`src/rtl/core/wprm_pkg.sv`:
```
// Shared widths, constants and controller/datapath interface types for the wheel pulse rate meter.
package wprm_pkg;

  localparam int WHEEL_W       = 2;
  localparam int CFG_W         = 16;
  localparam int COUNT_W       = 17;
  localparam int RATE_W        = 24;
  localparam int US_W          = 26;
  localparam int NUM_W         = COUNT_W + US_W;
  localparam int STEP_W        = $clog2(RATE_W);

  localparam int WHEELS_DEF    = 4;
  localparam int TIME_BITS_DEF = 48;

  localparam logic [US_W-1:0]   US_PER_MINUTE = US_W'(60000000);
  localparam logic [CFG_W-1:0]  PPU_RESET     = CFG_W'(100);
  localparam logic [RATE_W-1:0] RATE_MAX      = '1;

  // controller -> datapath
  typedef struct packed {
    logic capture;
    logic lookup;
    logic check;
    logic div_step;
    logic load_out;
  } cmd_t;

  // datapath -> controller
  typedef struct packed {
    logic no_result;
    logic sat_now;
    logic out_free;
  } st_t;

endpackage

```
`src/rtl/core/wheel_pulse_rate_meter.sv`:
```
// Top level of the wheel pulse rate meter: controller, datapath and assertions.
//
//  channel  | handshake                 | payload
//  ---------+---------------------------+---------------------------------------------
//  in       | in_valid / in_ready       | in_wheel, in_timestamp_us
//  out      | out_valid / out_ready     | out_wheel_out, out_pulses_per_minute,
//           |                           | out_saturated
//  cfg      | cfg_valid / cfg_ready     | cfg_pulses_per_update
//
// A pulse that produces no rate passes through the transfer, then the counter update.
// A pulse that produces a rate passes through transfer, lookup and multiply,
// saturation check, 24 restoring divide steps (one quotient bit per cycle), and
// the load into the result register; a saturated rate skips the divide.
// The result register frees the input side: the next pulse is taken while a rate
// still waits on out_ready; only a second rate stalls until the first leaves.
// Synchronous active-low reset clears all counters, window starts and sets the
// threshold to 100. cfg_ready is always high.
module wheel_pulse_rate_meter
  import wprm_pkg::*;
#(
  parameter int WHEELS    = WHEELS_DEF,
  parameter int TIME_BITS = TIME_BITS_DEF
) (
  input  logic                 clk,
  input  logic                 rst_n,
  input  logic                 in_valid,
  output logic                 in_ready,
  input  logic [WHEEL_W-1:0]   in_wheel,
  input  logic [TIME_BITS-1:0] in_timestamp_us,
  output logic                 out_valid,
  input  logic                 out_ready,
  output logic [WHEEL_W-1:0]   out_wheel_out,
  output logic [RATE_W-1:0]    out_pulses_per_minute,
  output logic                 out_saturated,
  input  logic                 cfg_valid,
  output logic                 cfg_ready,
  input  logic [CFG_W-1:0]     cfg_pulses_per_update
);

  cmd_t cmd;
  st_t  st;

  // Threshold writes land immediately; the register lives in the datapath.
  assign cfg_ready = 1'b1;

  wprm_ctrl u_ctrl (
    .clk      (clk),
    .rst_n    (rst_n),
    .in_valid (in_valid),
    .in_ready (in_ready),
    .st       (st),
    .cmd      (cmd)
  );

  wprm_datapath #(
    .WHEELS    (WHEELS),
    .TIME_BITS (TIME_BITS)
  ) u_dp (
    .clk                   (clk),
    .rst_n                 (rst_n),
    .cmd                   (cmd),
    .st                    (st),
    .in_wheel              (in_wheel),
    .in_timestamp_us       (in_timestamp_us),
    .cfg_valid             (cfg_valid),
    .cfg_pulses_per_update (cfg_pulses_per_update),
    .out_ready             (out_ready),
    .out_valid             (out_valid),
    .out_wheel_out         (out_wheel_out),
    .out_pulses_per_minute (out_pulses_per_minute),
    .out_saturated         (out_saturated)
  );

  // Hold at most one datapath command per cycle.
  a_cmd_onehot: assert property (@(posedge clk) disable iff (!rst_n)
    $onehot0({cmd.capture, cmd.lookup, cmd.check, cmd.div_step, cmd.load_out}))
    else $error("more than one datapath command active");

  // Never overwrite a rate that has not been transferred.
  a_load_free: assert property (@(posedge clk) disable iff (!rst_n)
    cmd.load_out |-> (!out_valid || out_ready))
    else $error("result register overwritten before transfer");

  // Drop in_ready for at least the lookup cycle after each input transfer.
  a_busy_after_accept: assert property (@(posedge clk) disable iff (!rst_n)
    (in_valid && in_ready) |=> (!in_ready && cmd.lookup))
    else $error("input taken without lookup");

  // Raise out_valid only after a result load.
  a_valid_source: assert property (@(posedge clk) disable iff (!rst_n)
    $rose(out_valid) |-> $past(cmd.load_out))
    else $error("out_valid raised without a load");

endmodule

```
`src/rtl/core/wprm_datapath.sv`:
```
// Datapath: per-wheel counters and window starts, multiplier, shift-subtract divider, result register.
module wprm_datapath
  import wprm_pkg::*;
#(
  parameter int WHEELS    = WHEELS_DEF,
  parameter int TIME_BITS = TIME_BITS_DEF
) (
  input  logic                 clk,
  input  logic                 rst_n,
  input  cmd_t                 cmd,
  output st_t                  st,
  input  logic [WHEEL_W-1:0]   in_wheel,
  input  logic [TIME_BITS-1:0] in_timestamp_us,
  input  logic                 cfg_valid,
  input  logic [CFG_W-1:0]     cfg_pulses_per_update,
  input  logic                 out_ready,
  output logic                 out_valid,
  output logic [WHEEL_W-1:0]   out_wheel_out,
  output logic [RATE_W-1:0]    out_pulses_per_minute,
  output logic                 out_saturated
);

  localparam int IDX_W = (WHEELS > 1) ? $clog2(WHEELS) : 1;
  localparam int SAT_W = TIME_BITS + RATE_W;

  logic [CFG_W-1:0]     ppu_r;
  logic [COUNT_W-1:0]   cnt_r  [WHEELS];
  logic [TIME_BITS-1:0] last_r [WHEELS];

  logic [WHEEL_W-1:0]   wheel_r;
  logic [TIME_BITS-1:0] ts_r;
  logic [NUM_W-1:0]     prod_r;
  logic [TIME_BITS-1:0] dt_r;
  logic [TIME_BITS-1:0] rem_r, rem_nxt;
  logic [RATE_W-1:0]    lo_r;
  logic [RATE_W-1:0]    q_r;
  logic                 sat_r;
  logic                 out_valid_r;
  logic [WHEEL_W-1:0]   out_wheel_r;
  logic [RATE_W-1:0]    out_rate_r;
  logic                 out_sat_r;

  logic [IDX_W-1:0]     idx;
  logic                 wheel_ok;
  logic [COUNT_W-1:0]   cnt_inc;
  logic                 over;
  logic [TIME_BITS:0]   rem_sh;
  logic                 rem_ge;

  assign idx      = IDX_W'(wheel_r);
  assign wheel_ok = (int'(wheel_r) < WHEELS);
  assign cnt_inc  = cnt_r[idx] + COUNT_W'(1);
  assign over     = cnt_inc > COUNT_W'(ppu_r);

  assign st.no_result = !wheel_ok || !over;
  // A zero interval also lands here: the product is never zero.
  assign st.sat_now   = SAT_W'(prod_r) >= {dt_r, RATE_W'(0)};
  assign st.out_free  = !out_valid_r || out_ready;

  // One restoring step: bring down the next numerator bit, subtract if it fits.
  assign rem_sh  = {rem_r, lo_r[RATE_W-1]};
  assign rem_ge  = rem_sh >= {1'b0, dt_r};
  assign rem_nxt = rem_ge ? TIME_BITS'(rem_sh - {1'b0, dt_r}) : TIME_BITS'(rem_sh);

  always_ff @(posedge clk) begin
    if (!rst_n) begin
      ppu_r       <= PPU_RESET;
      out_valid_r <= 1'b0;
      for (int i = 0; i < WHEELS; i++) begin
        cnt_r[i]  <= '0;
        last_r[i] <= '0;
      end
    end else begin
      if (cfg_valid) begin
        ppu_r <= cfg_pulses_per_update;
      end
      if (cmd.lookup && wheel_ok) begin
        if (over) begin
          cnt_r[idx]  <= '0;
          last_r[idx] <= ts_r;
        end else begin
          cnt_r[idx] <= cnt_inc;
        end
      end
      if (cmd.load_out) begin
        out_valid_r <= 1'b1;
      end else if (out_ready) begin
        out_valid_r <= 1'b0;
      end
    end
  end

  always_ff @(posedge clk) begin
    if (cmd.capture) begin
      wheel_r <= in_wheel;
      ts_r    <= in_timestamp_us;
    end
    if (cmd.lookup) begin
      prod_r <= NUM_W'(cnt_inc) * NUM_W'(US_PER_MINUTE);
      dt_r   <= ts_r - last_r[idx];
    end
    if (cmd.check) begin
      sat_r <= st.sat_now;
      q_r   <= RATE_MAX;
      rem_r <= TIME_BITS'(prod_r >> RATE_W);
      lo_r  <= prod_r[RATE_W-1:0];
    end
    if (cmd.div_step) begin
      rem_r <= rem_nxt;
      lo_r  <= {lo_r[RATE_W-2:0], 1'b0};
      q_r   <= {q_r[RATE_W-2:0], rem_ge};
    end
    if (cmd.load_out) begin
      out_wheel_r <= wheel_r;
      out_rate_r  <= q_r;
      out_sat_r   <= sat_r;
    end
  end

  assign out_valid             = out_valid_r;
  assign out_wheel_out         = out_wheel_r;
  assign out_pulses_per_minute = out_rate_r;
  assign out_saturated         = out_sat_r;

endmodule

```
`src/rtl/core/wprm_ctrl.sv`:
```
// Controller: sequences lookup, saturation check, divide steps and result load.
module wprm_ctrl
  import wprm_pkg::*;
(
  input  logic clk,
  input  logic rst_n,
  input  logic in_valid,
  output logic in_ready,
  input  st_t  st,
  output cmd_t cmd
);

  typedef enum logic [2:0] {
    S_IDLE,
    S_LOOK,
    S_CHECK,
    S_DIV,
    S_OUT
  } state_t;

  state_t            state_r, state_nxt;
  logic [STEP_W-1:0] step_r, step_nxt;
  logic              step_last;

  assign step_last = (step_r == STEP_W'(RATE_W - 1));

  always_comb begin
    state_nxt = state_r;
    step_nxt  = step_r;
    unique case (state_r)
      S_IDLE: begin
        if (in_valid) state_nxt = S_LOOK;
      end
      S_LOOK: begin
        state_nxt = st.no_result ? S_IDLE : S_CHECK;
      end
      S_CHECK: begin
        step_nxt  = '0;
        state_nxt = st.sat_now ? S_OUT : S_DIV;
      end
      S_DIV: begin
        step_nxt = step_r + STEP_W'(1);
        if (step_last) state_nxt = S_OUT;
      end
      S_OUT: begin
        if (st.out_free) state_nxt = S_IDLE;
      end
      default: state_nxt = S_IDLE;
    endcase
  end

  always_ff @(posedge clk) begin
    if (!rst_n) begin
      state_r <= S_IDLE;
      step_r  <= '0;
    end else begin
      state_r <= state_nxt;
      step_r  <= step_nxt;
    end
  end

  assign in_ready     = (state_r == S_IDLE);
  assign cmd.capture  = in_valid && in_ready;
  assign cmd.lookup   = (state_r == S_LOOK);
  assign cmd.check    = (state_r == S_CHECK);
  assign cmd.div_step = (state_r == S_DIV);
  assign cmd.load_out = (state_r == S_OUT) && st.out_free;

endmodule

```
`config.mk`:
```
export PLATFORM = sky130hd
export DESIGN_NAME = wheel_pulse_rate_meter
export DESIGN_NICKNAME = d
export VERILOG_FILES = /design/src/rtl/core/wprm_pkg.sv /design/src/rtl/core/wheel_pulse_rate_meter.sv /design/src/rtl/core/wprm_datapath.sv /design/src/rtl/core/wprm_ctrl.sv
export SDC_FILE = /design/constraint.sdc
export NUM_CORES = 1
export LEC_CHECK = 0
export BUFFER_PORTS_ARGS = -buffer_cell sky130_fd_sc_hd__clkbuf_2
export CAP_MARGIN = 25
export CORE_AREA = 2 2 309 311
export DETAILED_ROUTE_END_ITERATION = 7
export DIE_AREA = 0 0 311 313
export PLACE_DENSITY = 0.55
export SYNTH_ARGS = -nofsm -noshare
export SYNTH_HDL_FRONTEND = slang
export SYNTH_SLANG_ARGS = --single-unit
```
`constraint.sdc`:
```
create_clock -name clk -period 9.9 [get_ports clk]
set_clock_uncertainty 0.15 [all_clocks]
set_input_delay 0.99 -clock clk [delete_from_list [all_inputs] [get_ports clk]]
set_output_delay 0.99 -clock clk [all_outputs]
set_load 0.01 [all_outputs]
```
==> metrics, run 1 <==
run status=completed; worst-margin pin slew=0.958 ns; cell repeated most along the worst path=sky130_fd_sc_hd__fa_1; Final Max Tran Viols=0; post-CTS sizing=0; via count of the first global-routing pass=21700; clk sink count=536; portion of the clock cycle consumed by the worst path in the final layout=0.859; Worst-Skew Late Latency=0.63 ns; met3 usage in global routing=0.0223; half-perimeter wire length of the detailed placement result=57000 µm; Ports=101; setup violation total in the final timing report=0; average via count per standard cell=5.03; area taken by multi-input logic gates=0.0153 mm²; layer with the highest usage after global routing=met2; remaining global-route overflow=0; number of flip-flops and latches in the synthesized netlist=536; Post-Syn Area per Cell=11.3 µm²; Relative slew margins=0.361; Netlist Area Pre-Place=0.0327 mm²; clock-pin slew of the registers on the worst-case setup and hold paths=0.06 ns; biggest area contributors in the synthesized netlist=sky130_fd_sc_hd__edfxtp_1 47%, sky130_fd_sc_hd__ha_1 10%, sky130_fd_sc_hd__fa_1 5.7%; number of distinct library cell variants in the gate-level netlist after synthesis=83; combined flip-flop and latch cell area=0.0158 mm²; Hold Path Cell Cnt=0; post-synthesis cell count=2901; buffers added on ports=99; maximum frequency from static timing analysis=0.118 GHz; GR Util met2=0.263; DRT antenna net count=0; initial antenna violation count=0; setup repair bufs after CTS=0; worst reg2reg path depth=23; Max stage delay on crit path=0.69 ns; core area=0.0942 mm²; TritonCTS clock tree=yes; number of cell rows=113; worst min-delay path category=register to register; most frequent cells in the layout=509 x sky130_fd_sc_hd__edfxtp_1, 330 x sky130_fd_sc_hd__inv_1, 329 x sky130_fd_sc_hd__nor2_1, 274 x sky130_fd_sc_hd__ha_1, 249 x sky130_fd_sc_hd__nand2_1; critical path data arrival time=8.71 ns; EDFF count, synth=509; kind of end point of the critical path=register; Iter 0 DRT Violations=1564; Initial Utilization=0.347; Critical Path Start Type=register; final hold viol count=0; end of the worst hold path=u_dp.out_pulses_per_minute[23]; list of cells traversed by the critical path=mux4_2 -> and3_1 -> nand3_1 -> xor2_1 -> inv_1 -> fa_1 -> fa_1 -> ha_1 -> fa_1 -> inv_1 -> fa_1 -> fa_1 -> inv_1 -> ha_1 -> and3_1 -> a221o_1 -> a21oi_1 -> nor2_1 -> nor4_1 -> o31a_1 -> o21ai_0 -> o41ai_1 -> xnor2_1; min Tclk post-route=8.50 ns; total via count after detailed routing=21700; Synth top area share=0.468; cell at the slowest stage of the critical path=sky130_fd_sc_hd__mux4_2; aggregate routed wire length=79400 µm; final-stage net count=3435; width of the die=311 µm; endpoint required time on the critical path=10.11 ns; wire length per cell=18.4 µm; maximum number of pins on one net before global-route repair=74; number of hold buffers added after cts=0; global-route wire length before repair=125000 µm; number of fillers in the final layout=9237; leading register cell type out of synthesis=sky130_fd_sc_hd__edfxtp_1; number of warning messages in the yosys log=0; RSZ-0062 raised after global routing=no; Pre-Repair DR Iteration Count=5; Inserted Clock Buffers=66; fraction of final layout cells sized beyond drive strength 1=0.109; Max H-tree Level=3; total negative setup slack=0 ns; global-route usage over all layers=0.163; beginning of the worst hold path=u_dp.q_r[23]; die area=0.0973 mm²; synthesis-to-finish area growth=12.7%; share of flip-flops with an asynchronous set or reset after synthesis=0; most frequent standard cell in the layout excluding fill and tap cells=sky130_fd_sc_hd__edfxtp_1; final weighted congestion in routability-driven placement=0.892; r2r endpoint=u_dp.prod_r[42]; fraction of met1 tracks used by global routing=0.229; DR DRC count=0; Seq/Total Area, Yosys=0.484; maximum capacitance violations=0; worst-path fanout max=18; area leader, netlist=sky130_fd_sc_hd__edfxtp_1; reg-to-reg slack, setup=1.40 ns; start-to-end type of the worst setup path=register to register; CTS Buffer Depth=3; die outline height=313 µm; CTS root buf=sky130_fd_sc_hd__clkbuf_16
-- sequential cells by signal, indices dropped and copies added (netlist names), 5 cells and up, named ones only --
| register | flops |
|---|---|
| u_dp.rem_r | 48 |
| u_dp.prod_r | 35 |
| u_dp.last_r | 192 |
| u_dp.cnt_r | 68 |
| u_ctrl.step_r | 5 |
| u_dp.out_pulses_per_minute | 24 |
| u_dp.lo_r | 16 |
| u_dp.ppu_r | 16 |
| u_dp.dt_r | 48 |
| u_dp.ts_r | 48 |
| u_dp.q_r | 24 |
-- critical path, delay by kind of cell (launching register included) --
kind | cells | cell delay, ns
XOR/XNOR | 2 | 0.59
flip-flops | 1 | 0.58
adder cells (fa/ha/maj) | 7 | 3.23
buffers and inverters | 3 | 0.40
AO/OA/AOI/OAI | 5 | 1.25
AND/OR/NAND/NOR | 5 | 1.33
multiplexers | 1 | 0.69
-- per-stage QoR --
step                      instances  area, µm²  hold WS [ns]  setup slack [ns]  utilization
after floorplan                2904      32700         0.250              1.84            -
after global placement         4193      34600         0.254              1.48        0.367
after detailed placement       4194      34600         0.256              1.38        0.368
after CTS                      4311      36800         0.267              1.35        0.391
after global routing           4311      36800         0.277             0.860        0.391
final                          4312      36800         0.264              1.40        0.391
-- synth_stat cells, types with 30 or more instances --
cell type	n
sky130_fd_sc_hd__a21o_1	60
sky130_fd_sc_hd__mux4_2	64
sky130_fd_sc_hd__a21oi_1	149
sky130_fd_sc_hd__nor2_1	330
sky130_fd_sc_hd__inv_1	333
sky130_fd_sc_hd__clkbuf_1	70
sky130_fd_sc_hd__ha_1	274
sky130_fd_sc_hd__and2_1	52
sky130_fd_sc_hd__edfxtp_1	509
sky130_fd_sc_hd__fa_1	93
sky130_fd_sc_hd__nand2_1	251
sky130_fd_sc_hd__o21ai_0	81
sky130_fd_sc_hd__nand2b_1	43
sky130_fd_sc_hd__xnor2_1	92
sky130_fd_sc_hd__nor3_1	36
sky130_fd_sc_hd__a31oi_1	30
sky130_fd_sc_hd__nand3_1	47
-- how the worst max path moves through the flow --
stage                         from               to  slack (ns)  depth (start not counted)
after floorplan           register  u_dp.prod_r[42]        1.84                         29
after global placement    register  u_dp.prod_r[42]        1.48                         23
after detailed placement  register  u_dp.prod_r[42]        1.38                         23
after CTS                 register  u_dp.prod_r[42]        1.35                         23
after global routing      register  u_dp.prod_r[42]        0.86                         23
final                     register  u_dp.prod_r[42]        1.40                         23
-- metal layers --
| metal | routed length, µm | part of all wire |
|---|---|---|
| met1 | 37600 | 0.47 |
| met2 | 36400 | 0.46 |
| met3 | 3800 | 0.048 |
| met4 | 1660 | 0.021 |
| met5 | 0 | 0 |
-- cell type report --
cell class                      count  area share
Inverter                          333      0.0340
Clock inverter                     35      0.0128
Tap cell                         1265      0.0430
Multi-Input combinational cell   1935       0.414
Antenna cell                        1   0.0000679
Timing Repair Buffer              125      0.0191
Clock buffer                       82      0.0473
Sequential cell                   536       0.430
-- cell families after synthesis --
kind of cell	count (synthesis)	share of synthesized area
AND/OR/NAND/NOR	880	0.124
flip-flops	536	0.484
AO/OA/AOI/OAI	475	0.0937
buffers and inverters	433	0.0512
adder cells (fa/ha/maj)	367	0.162
XOR/XNOR	122	0.0329
multiplexers	86	0.0515
other	2	0.000230
Power of run 1 is left out: the tool's default activity adds up to more than one toggle a clock period on the data nets, which glitch-free logic cannot reach.
==> run 2: changes to the inputs <==
--- a/config.mk
+++ b/config.mk
@@ -7,10 +7,11 @@
 export LEC_CHECK = 0
 export BUFFER_PORTS_ARGS = -buffer_cell sky130_fd_sc_hd__clkbuf_2
 export CAP_MARGIN = 25
-export CORE_AREA = 2 2 309 311
+export CORE_AREA = 2 2 289 291
 export DETAILED_ROUTE_END_ITERATION = 7
-export DIE_AREA = 0 0 311 313
-export PLACE_DENSITY = 0.55
+export DIE_AREA = 0 0 291 293
+export PLACE_DENSITY = 0.6
 export SYNTH_ARGS = -nofsm -noshare
 export SYNTH_HDL_FRONTEND = slang
 export SYNTH_SLANG_ARGS = --single-unit
+export TNS_END_PERCENT = 30
==> run 2 against run 1 <==
Worst setup slack worse by 0.29 ns. Register-to-register slack got worse by 0.29 ns. Worst hold slack improved by 0.010 ns. Global-route usage grew 1.9 points. Sequential share of layout area increased by 0.65 points. Cell area fell by 1.5%. Critical path depth is 3 higher. Routed wire length decreased by 2.4%. Non-clock buffer count decreased by 3. Utilization is 5.2 points higher. Sequential cell count did not move. Count of clock-buffer cells in the layout shrank 15.
==> metrics, run 2 (synthesis gave the netlist of run 1 again) <==
aggregate routed wire length=77500 µm; final-stage net count=3426; initial antenna violation count=2; Most flops, register=u_dp.last_r; cell at the slowest stage of the critical path=sky130_fd_sc_hd__mux4_2; worst min-delay path category=register to register; CTS Buffer Depth=3; Worst-Skew Late Latency=0.65 ns; die outline height=293 µm; worst-margin pin slew=0.991 ns; Max stage delay on crit path=0.68 ns; half-perimeter wire length of the detailed placement result=55200 µm; setup repair bufs after CTS=0; start-to-end type of the worst setup path=register to register; TritonCTS clock tree=yes; DRT antenna net count=0; max FFs per register=192; final hold viol count=0; buffers added on ports=99; min Tclk post-route=8.79 ns; average via count per standard cell=5.29; critical path data arrival time=9.01 ns; width of the die=291 µm; Iter 0 DRT Violations=1367; clk sink count=536; beginning of the worst hold path=u_dp.q_r[23]; global-route usage over all layers=0.182; cell repeated most along the worst path=sky130_fd_sc_hd__inv_1; CTS root buf=sky130_fd_sc_hd__clkbuf_16; Critical Path Start Type=register; Pre-Repair DR Iteration Count=5; clock-pin slew of the registers on the worst-case setup and hold paths=0.06 ns; most frequent standard cell in the layout excluding fill and tap cells=sky130_fd_sc_hd__edfxtp_1; portion of the clock cycle consumed by the worst path in the final layout=0.888; maximum frequency from static timing analysis=0.114 GHz; Relative slew margins=0.334; fraction of final layout cells sized beyond drive strength 1=0.107; remaining global-route overflow=0; worst-path fanout max=18; core area=0.0818 mm²; post-CTS sizing=0; run status=completed; number of buffers and inverters on the critical path=6; endpoint required time on the critical path=10.11 ns; total via count after detailed routing=21700; global-route wire length before repair=123000 µm; RSZ-0062 raised after global routing=no; kind of end point of the critical path=register; die area=0.0853 mm²; synthesis-to-finish area growth=11.0%; DR DRC count=0; final weighted congestion in routability-driven placement=0.886; cell class contributing the biggest share of worst-path delay=adder cells; maximum number of pins on one net before global-route repair=81; Initial Utilization=0.399; top flop regs=u_dp.last_r (192), u_dp.cnt_r (68); via count of the first global-routing pass=21700; most frequent cells in the layout=509 x sky130_fd_sc_hd__edfxtp_1, 330 x sky130_fd_sc_hd__inv_1, 329 x sky130_fd_sc_hd__nor2_1, 274 x sky130_fd_sc_hd__ha_1, 249 x sky130_fd_sc_hd__nand2_1; total negative setup slack=0 ns; Inserted Clock Buffers=60; Ports=101; Max H-tree Level=2; Place WS=1.13 ns; number of cell rows=105; wire length per cell=18.9 µm; maximum capacitance violations=0; number of hold buffers added after cts=0; Final Max Tran Viols=0; setup violation total in the final timing report=0; number of inserted diodes=0; setup slack of the critical path after layout=1.11 ns
-- run 2: cell count changes in the layout (fill, tap and decap cells not counted) --
cell / previous run / this run
sky130_fd_sc_hd__clkinv_8: 2 / 0
sky130_fd_sc_hd__bufinv_16: 8 / 6
sky130_fd_sc_hd__clkbuf_8: 1 / 0
sky130_fd_sc_hd__clkinv_4: 0 / 2
sky130_fd_sc_hd__clkinv_2: 6 / 12
sky130_fd_sc_hd__clkbuf_16: 67 / 60
sky130_fd_sc_hd__buf_4: 25 / 22
sky130_fd_sc_hd__diode_2: 1 / 0
sky130_fd_sc_hd__inv_16: 1 / 0
sky130_fd_sc_hd__clkinv_1: 11 / 13
sky130_fd_sc_hd__clkbuf_1: 14 / 7
sky130_fd_sc_hd__inv_8: 1 / 0
-- run 2: final timing paths --
check	endpoint	slack, ns	cells past startpoint
worst max-delay path	u_dp.prod_r[42]	1.11	26
worst min-delay path	u_dp.out_pulses_per_minute[23]	0.27	0
worst max register to register	u_dp.prod_r[42]	1.11	26
worst min register to register	u_dp.out_pulses_per_minute[23]	0.27	0
-- run 2: layout make-up --
cell class              instances  area [µm²]
clock buffers                  67        1530
clock inverters                39         402
fillers                      7651       45600
inverters                     333        1250
multi-input cells            1935       15300
flip-flops and latches        536       15800
well taps                    1070        1340
repair buffers                122         681
-- run 2: routing by layer --
metal  share of wire  vias up  track usage
li1                -    10500            -
met1            0.47    10600        0.262
met2            0.45      560        0.291
met3           0.053      100       0.0241
met4           0.022        0       0.0454
met5               0        -            0
-- run 2: stage by stage --
stage                     area, µm²  cells  hold slack (ns)  utilization
after global routing          36300   4102            0.280        0.443
after floorplan               32700   2904            0.250            -
after global placement        34300   3995            0.255        0.420
after CTS                     36300   4101            0.270        0.443
after detailed placement      34300   3995            0.256        0.420
final                         36300   4102            0.275        0.443
Power of run 2 is left out for the same reason.
